<file path="src/tap_pkg.sv">
// Package for the target address parser: word types, result codes, parse phases.
// Used by every module of the parser; depends on nothing.
package tap_pkg;

    localparam logic [1:0] K_HOST  = 2'd0;
    localparam logic [1:0] K_DONE  = 2'd1;
    localparam logic [1:0] K_BAD   = 2'd2;
    localparam logic [1:0] K_SHORT = 2'd3;

    localparam logic [1:0] AK_IPV4   = 2'd0;
    localparam logic [1:0] AK_DOMAIN = 2'd1;
    localparam logic [1:0] AK_IPV6   = 2'd2;

    localparam logic [7:0] TYPE_IPV4   = 8'h01;
    localparam logic [7:0] TYPE_DOMAIN = 8'h03;
    localparam logic [7:0] TYPE_IPV6   = 8'h04;

    localparam logic [7:0] LEN_IPV4 = 8'd4;
    localparam logic [7:0] LEN_IPV6 = 8'd16;

    typedef enum logic [2:0] {
        PH_TYPE = 3'd0,
        PH_LEN  = 3'd1,
        PH_HOST = 3'd2,
        PH_PHI  = 3'd3,
        PH_PLO  = 3'd4,
        PH_SKIP = 3'd5
    } t_phase;

    typedef struct packed {
        logic [7:0] data_byte;
        logic       last_byte;
    } t_in_word;

    typedef struct packed {
        logic [1:0]  kind;
        logic [7:0]  host_byte;
        logic [7:0]  host_index;
        logic [1:0]  address_kind;
        logic [15:0] port;
        logic [8:0]  consumed;
        logic        run_end;
    } t_out_word;

    // up to two result words produced by one input word
    typedef struct packed {
        logic [1:0] cnt;
        t_out_word  first;
        t_out_word  second;
    } t_push;

endpackage

</file>
<file path="src/tap_parse.sv">
// Header parse state and per-word result generation.
// Depends on tap_pkg.
module tap_parse (
    input  logic              i_clk,
    input  logic              i_rst_n,
    input  logic              i_en,
    input  tap_pkg::t_in_word i_word,
    output tap_pkg::t_push    o_push
);

    tap_pkg::t_phase r_phase, n_phase;
    logic [1:0]      r_kind_seen, n_kind_seen;
    logic [7:0]      r_bytes_left, n_bytes_left;
    logic [7:0]      r_host_count, n_host_count;
    logic [7:0]      r_port_high, n_port_high;
    logic [8:0]      r_consumed, n_consumed;

    tap_pkg::t_out_word res, short_res;
    logic               res_v, ended, short_v;
    logic [7:0]         b;
    logic [7:0]         left_dec;

    always_ff @(posedge i_clk) begin
        if (!i_rst_n) begin
            r_phase      <= tap_pkg::PH_TYPE;
            r_kind_seen  <= '0;
            r_bytes_left <= '0;
            r_host_count <= '0;
            r_port_high  <= '0;
            r_consumed   <= '0;
        end else if (i_en) begin
            r_phase      <= n_phase;
            r_kind_seen  <= n_kind_seen;
            r_bytes_left <= n_bytes_left;
            r_host_count <= n_host_count;
            r_port_high  <= n_port_high;
            r_consumed   <= n_consumed;
        end
    end

    always_comb begin
        b            = i_word.data_byte;
        left_dec     = r_bytes_left - 8'd1;
        n_phase      = r_phase;
        n_kind_seen  = r_kind_seen;
        n_bytes_left = r_bytes_left;
        n_host_count = r_host_count;
        n_port_high  = r_port_high;
        n_consumed   = r_consumed;
        res          = '0;
        res_v        = 1'b0;
        ended        = 1'b0;

        unique case (r_phase)
            tap_pkg::PH_LEN: begin
                n_consumed = r_consumed + 9'd1;
                if (b == 8'd0) begin
                    res.kind = tap_pkg::K_BAD;
                    res_v    = 1'b1;
                    ended    = 1'b1;
                end else begin
                    n_bytes_left = b;
                    n_phase      = tap_pkg::PH_HOST;
                end
            end
            tap_pkg::PH_HOST: begin
                n_consumed     = r_consumed + 9'd1;
                res.kind       = tap_pkg::K_HOST;
                res.host_byte  = b;
                res.host_index = r_host_count;
                res_v          = 1'b1;
                n_host_count   = r_host_count + 8'd1;
                n_bytes_left   = left_dec;
                if (left_dec == 8'd0) begin
                    n_phase = tap_pkg::PH_PHI;
                end
            end
            tap_pkg::PH_PHI: begin
                n_consumed  = r_consumed + 9'd1;
                n_port_high = b;
                n_phase     = tap_pkg::PH_PLO;
            end
            tap_pkg::PH_PLO: begin
                n_consumed       = r_consumed + 9'd1;
                res.kind         = tap_pkg::K_DONE;
                res.address_kind = r_kind_seen;
                res.port         = {r_port_high, b};
                res.consumed     = n_consumed;
                res_v            = 1'b1;
                ended            = 1'b1;
            end
            tap_pkg::PH_SKIP: begin
                ended = 1'b1;
            end
            default: begin
                n_consumed   = 9'd1;
                n_host_count = '0;
                n_bytes_left = '0;
                n_port_high  = '0;
                priority if (b == tap_pkg::TYPE_IPV4) begin
                    n_kind_seen  = tap_pkg::AK_IPV4;
                    n_bytes_left = tap_pkg::LEN_IPV4;
                    n_phase      = tap_pkg::PH_HOST;
                end else if (b == tap_pkg::TYPE_IPV6) begin
                    n_kind_seen  = tap_pkg::AK_IPV6;
                    n_bytes_left = tap_pkg::LEN_IPV6;
                    n_phase      = tap_pkg::PH_HOST;
                end else if (b == tap_pkg::TYPE_DOMAIN) begin
                    n_kind_seen = tap_pkg::AK_DOMAIN;
                    n_phase     = tap_pkg::PH_LEN;
                end else begin
                    n_kind_seen = tap_pkg::AK_IPV4;
                    res.kind    = tap_pkg::K_BAD;
                    res_v       = 1'b1;
                    ended       = 1'b1;
                end
            end
        endcase

        short_v = 1'b0;
        if (ended) begin
            n_phase = i_word.last_byte ? tap_pkg::PH_TYPE : tap_pkg::PH_SKIP;
        end else if (i_word.last_byte) begin
            short_v = 1'b1;
            n_phase = tap_pkg::PH_TYPE;
        end

        short_res         = '0;
        short_res.kind    = tap_pkg::K_SHORT;
        short_res.run_end = 1'b1;

        o_push.first         = res_v ? res : short_res;
        o_push.first.run_end = !(res_v && short_v);
        o_push.second        = short_res;
        o_push.cnt           = {1'b0, res_v} + {1'b0, short_v};
    end

endmodule

</file>
<file path="src/tap_fifo.sv">
// Result queue: takes up to two words per cycle while i_en is high, hands out one when popped.
// Depends on tap_pkg.
module tap_fifo #(
    parameter int DEPTH = 4
) (
    input  logic               i_clk,
    input  logic               i_rst_n,
    input  logic               i_en,
    input  tap_pkg::t_push     i_push,
    input  logic               i_pop,
    output logic               o_valid,
    output logic               o_full2,
    output tap_pkg::t_out_word o_word
);

    localparam int PW = (DEPTH > 2) ? $clog2(DEPTH) : 1;
    localparam int CW = $clog2(DEPTH + 1);

    tap_pkg::t_out_word r_mem [DEPTH];
    logic [PW-1:0]      r_wp, n_wp, r_rp, n_rp, wp1, wp2, rp1;
    logic [CW-1:0]      r_count, n_count;
    logic [1:0]         push_n;

    assign wp1 = (r_wp == PW'(DEPTH - 1)) ? '0 : r_wp + 1'b1;
    assign wp2 = (wp1 == PW'(DEPTH - 1)) ? '0 : wp1 + 1'b1;
    assign rp1 = (r_rp == PW'(DEPTH - 1)) ? '0 : r_rp + 1'b1;

    always_comb begin
        push_n  = i_en ? i_push.cnt : 2'd0;
        n_rp    = i_pop ? rp1 : r_rp;
        unique case (push_n)
            2'd1:    n_wp = wp1;
            2'd2:    n_wp = wp2;
            default: n_wp = r_wp;
        endcase
        n_count = r_count + CW'(push_n) - CW'(i_pop);
    end

    always_ff @(posedge i_clk) begin
        if (!i_rst_n) begin
            r_wp    <= '0;
            r_rp    <= '0;
            r_count <= '0;
        end else begin
            r_wp    <= n_wp;
            r_rp    <= n_rp;
            r_count <= n_count;
        end
    end

    always_ff @(posedge i_clk) begin
        if (push_n != 2'd0) begin
            r_mem[r_wp] <= i_push.first;
        end
        if (push_n == 2'd2) begin
            r_mem[wp1] <= i_push.second;
        end
    end

    assign o_valid = (r_count != '0);
    assign o_full2 = (r_count > CW'(DEPTH - 2));
    assign o_word  = r_mem[r_rp];

endmodule

</file>
<file path="src/target_address_parser_top.sv">
// Target address parser: a header byte per word; host, done or error words out.
// Result words are registered into the queue. Throughput: one input word per cycle;
// an input causes zero to two result words, which leave one per cycle unless the
// output stalls, via a DEPTH-word queue; input stalls when fewer than two queue
// slots are free. Reset: synchronous, active low, parser waits for a type byte
// and the queue is empty. Depends on tap_pkg, tap_parse, tap_fifo.
module target_address_parser_top #(
    parameter int DEPTH = 4
) (
    input  logic               i_clk,
    input  logic               i_rst_n,
    input  logic               i_in_valid,
    output logic               o_in_stall,
    input  tap_pkg::t_in_word  i_in_word,
    output logic               o_out_valid,
    input  logic               i_out_stall,
    output tap_pkg::t_out_word o_out_word
);

    tap_pkg::t_push push;
    logic           in_acc, out_acc, full2;

    assign in_acc     = i_in_valid && !full2;
    assign out_acc    = o_out_valid && !i_out_stall;
    assign o_in_stall = full2;

    tap_parse u_parse (
        .i_clk   (i_clk),
        .i_rst_n (i_rst_n),
        .i_en    (in_acc),
        .i_word  (i_in_word),
        .o_push  (push)
    );

    tap_fifo #(.DEPTH(DEPTH)) u_fifo (
        .i_clk   (i_clk),
        .i_rst_n (i_rst_n),
        .i_en    (in_acc),
        .i_push  (push),
        .i_pop   (out_acc),
        .o_valid (o_out_valid),
        .o_full2 (full2),
        .o_word  (o_out_word)
    );

endmodule

</file>
<file path="config.mk">
export PLATFORM = sky130hd
export DESIGN_NAME = target_address_parser_top
export DESIGN_NICKNAME = d
export VERILOG_FILES = /design/src/tap_pkg.sv /design/src/tap_parse.sv /design/src/tap_fifo.sv /design/src/target_address_parser_top.sv
export SDC_FILE = /design/constraint.sdc
export NUM_CORES = 1
export LEC_CHECK = 0
export ABC_AREA = 1
export BUFFER_PORTS_ARGS = -buffer_cell sky130_fd_sc_hd__buf_2
export CORE_MARGIN = 2
export CORE_UTILIZATION = 60
export CTS_BUF_LIST = sky130_fd_sc_hd__clkbuf_8 sky130_fd_sc_hd__clkbuf_16
export DETAILED_ROUTE_END_ITERATION = 10
export PLACE_DENSITY = 0.8
export SYNTH_ARGS = -nofsm -noshare
export SYNTH_HDL_FRONTEND = slang
export SYNTH_HIERARCHICAL = 1
export SYNTH_SLANG_ARGS = --single-unit
</file>
<file path="constraint.sdc">
create_clock -name i_clk -period 16.55 [get_ports i_clk]
set_clock_uncertainty 0.15 [all_clocks]
set_input_delay 1.655 -clock i_clk [delete_from_list [all_inputs] [get_ports i_clk]]
set_output_delay 1.655 -clock i_clk [all_outputs]
set_load 0.01 [all_outputs]
</file>
==> metrics.md <==
| Metric | Value |
|---|---|
| Num CTS Buffers | 24 |
| Max-cap violations | 0 |
| Fin. max-slew vios | 0 |
| Unique masters post-synth | 45 |
| R2R depth | 13 |
| Yosys reg bits | between 200 and 250 |
| Final WL | 28000 um |
| DRT Pass-1 Iters | 6 |
| Slew HR | 0.306 |
| Worst setup path class | in2reg |
| Worst path required time | approximately 17 ns |
| Top cells by area, synth | edfxtp_1, dfxtp_1, nand2_1 |
| Die ar. | around 22000 um^2 |
| Fin util | 0.644 |
| CP max-delay cell | nand2_4 |
| CTS Buffer Depth | 3 |
| Layout cells sized above 1 | 0.139 |
| Worst path max stage delay | between 0.5 and 0.6 ns |
| WL per Instance | between 15 and 20 um |
| Post-synth EDFFs | 184 |
| Fin crit period | 5.11 ns |
| Endpoints failing setup | 0 |
| Number of remaining DRC errors | 0 |
| Syn Inst Count | 1404 |
| Ports | just over 60 |
| Wire length of the first global-routing pass | roughly 44000 um |
| Post-synth top flop | edfxtp_1 |
| Via Count | around 9600 |
| Die Wd | ~150 um |
| Global Route Usage Sum | 0.252 |
| Crit Path Max Fanout | 93 |
| Initial Utilization | 0.607 |
| Cell family with most CP delay | simple AND/OR/NAND/NOR gates |
| Placed insts | 1669 |
| Clk sinks | 231 |
| Core area | about 21000 um^2 |
| Final nets | roughly 1500 |
| Final Hold Vio Count | 0 |
| Top cells by count, synth | nand2_1, edfxtp_1, o21ai_0 |
| HPWL Detailed | 17300 um |
| Synth async-reset ratio | 0 |
| # diodes | 0 |
| Root Buffer | clkbuf_16 |
| GPL Wtd Cong | roughly 0.9 |
| Post-DRT Antenna Nets | 0 |
| Most used cell, CP | nand2_1 |
| Status | finished, final reports clean |
| IO buf count | 60 |
| DRT iter0 DRCs | between 900 and 1000 |
| Largest net degree at the start of global routing | 94 |
| P&R area growth vs syn | 6.09% |
| Sum Neg Setup Slack | 0 ns |
| Initial antenna violation count | 0 |
| Critical Path Sink Type | flop |
| Hold buffers post-CTS | 0 |
| Fillers | roughly 1600 |
| Yosys top cell area share | 0.436 |
| Critical-path cell list | buf_2, inv_1, nand3_1, nor2_1, nand2_1, nand3_4, nand2_1, nor2_1, ha_1, nand2_1, ha_1, nand2_4, o21ai_4, buf_4 |
| CTS tree | done |
| H-tree levels | 1 |
| Critical Path Stages | 14 |
| Startpoint Class | primary input |
| Synth Area per Inst | 9.03 um^2 |
| Syn. warnings | 6 |
| Worst-path clk slew | about 0.060 ns |
| RSZ-0062 raised after global routing | no |
| Mapped Area | 12700 um^2 |
| Hold Path Depth | 2 |
| Postcts setup bufs | 0 |
| LEAKAGE | ~4.8 nW |
| Worst-Margin Slew | between 1 and 1.5 ns |
| Row Count | 53 |
| Synth area leader | edfxtp_1 |
| Number of global-route vias before repair | between 8000 and 9000 |
| Global route total overflow | 0 |
| Die height | about 150 um |
| Via density | ~5.6 |
| Max IR drop VDD | around 0.15 mV |
| Sequential-to-total area share from yosys stat | 0.510 |
| Pwr Total | around 2.3 mW |
| Count leader, synth | nand2_1 |
| Fin crit share | 0.309 |
| Post-Layout Cell Count | 1713 |
| Max Clock Freq | 196 MHz |
| PwrDens | about 170 nW/um^2 |
| Crit path buffers/inverters | 3 |
| Clock Latency Late Sink | approximately 0.52 ns |
| WP data arrival | about 5.1 ns |
| Post-cts sizing count | 0 |
| Hold Crit Class | reg2reg |
## worst paths after layout
path / startpoint / to / slack [ns]
setup / recovery: i_in_word[5] / u_fifo/r_mem[2][10]$_DFFE_PP_ / 11.44
hold reg to reg: u_parse/r_host_count[7]$_SDFFE_PN0P_ / u_parse/r_host_count[7]$_SDFFE_PN0P_ / 0.34
hold / removal: u_parse/r_host_count[7]$_SDFFE_PN0P_ / u_parse/r_host_count[7]$_SDFFE_PN0P_ / 0.34
setup reg to reg: u_parse/r_phase[2]$_SDFFE_PN0P_ / u_fifo/r_mem[2][10]$_DFFE_PP_ / 12.06
## report_power, final
group          leakage (nW)  total, mW  switching (mW)  internal [mW]
Sequential             2.12      0.868          0.0477          0.820
Clock                 0.378      0.533           0.226          0.307
Combinational          2.35      0.894           0.625          0.270
Total                  4.84       2.29           0.898           1.40
## metal layers
metal  part of all wire  global-route usage  routed length, um
met3              0.089              0.0385               2490
met4              0.027              0.0838                770
met5                  0                   0                  0
met2               0.47               0.410              13200
met1               0.41               0.350              11500
## sequential cells by signal, summed over array words and instances, names as in the netlist, named ones only
register              flops
u_parse/r_bytes_left      8
u_fifo/r_wp               2
u_fifo/r_count            3
u_parse/r_port_high       8
u_parse/r_host_count      8
u_parse/r_consumed        9
u_parse/r_kind_seen       2
u_parse/r_phase           3
u_fifo/r_rp               2
u_fifo/r_mem            184
## layout make-up
class / instances / area, um^2 / area share
clock buffer: 25 / 626 / 0.0465
sequential: 231 / 6470 / 0.481
timing repair buffer: 72 / 390 / 0.0290
inverter: 122 / 460 / 0.0342
multi-input combinational: 969 / 5000 / 0.372
tap: 275 / 344 / 0.0256
clock inverter: 19 / 166 / 0.0124
## tightest hold or removal path, stage by stage (launching register included)
cell	delay, ns
dfxtp_1	0.31
nor2_1	0.09
nor3_1	0.04
## per-stage QoR
stage / area (um^2) / setup WS, ns / hold slack (ns)
after floorplan: 12800 / 9.68 / 0.305
after global placement: 12700 / 11.15 / 0.329
after detailed placement: 12700 / 11.03 / 0.337
after CTS: 13500 / 11.55 / 0.343
after global routing: 13500 / 11.12 / 0.380
final: 13500 / 11.44 / 0.345
## cell families (layout without fill, tap and decap cells)
logic type,after synthesis,in the layout,synth area share
buffers and inverters,248,238,0.113
XOR/XNOR,9,9,0.00622
adder cells (fa/ha/maj),21,21,0.0213
flip-flops,231,231,0.510
AO/OA/AOI/OAI,400,400,0.170
other,2,46,0.000592
AND/OR/NAND/NOR,493,493,0.179
## cells in the final DEF (no fill, tap or decap), drive strengths merged, types with 3 or more instances in the layout
cell,instances
nand4,3
dfxtp,47
buf,72
o22ai,50
edfxtp,184
clkbuf,25
ha,20
nor3,37
xor2,6
nor3b,5
inv,123
a21oi,36
o21ai,300
nand3b,4
a211oi,10
clkinv,9
nor2,164
clkinvlp,7
xnor2,3
conb,46
nand3,24
nand2,253
Note: power is estimated with default switching activity, not from simulation.
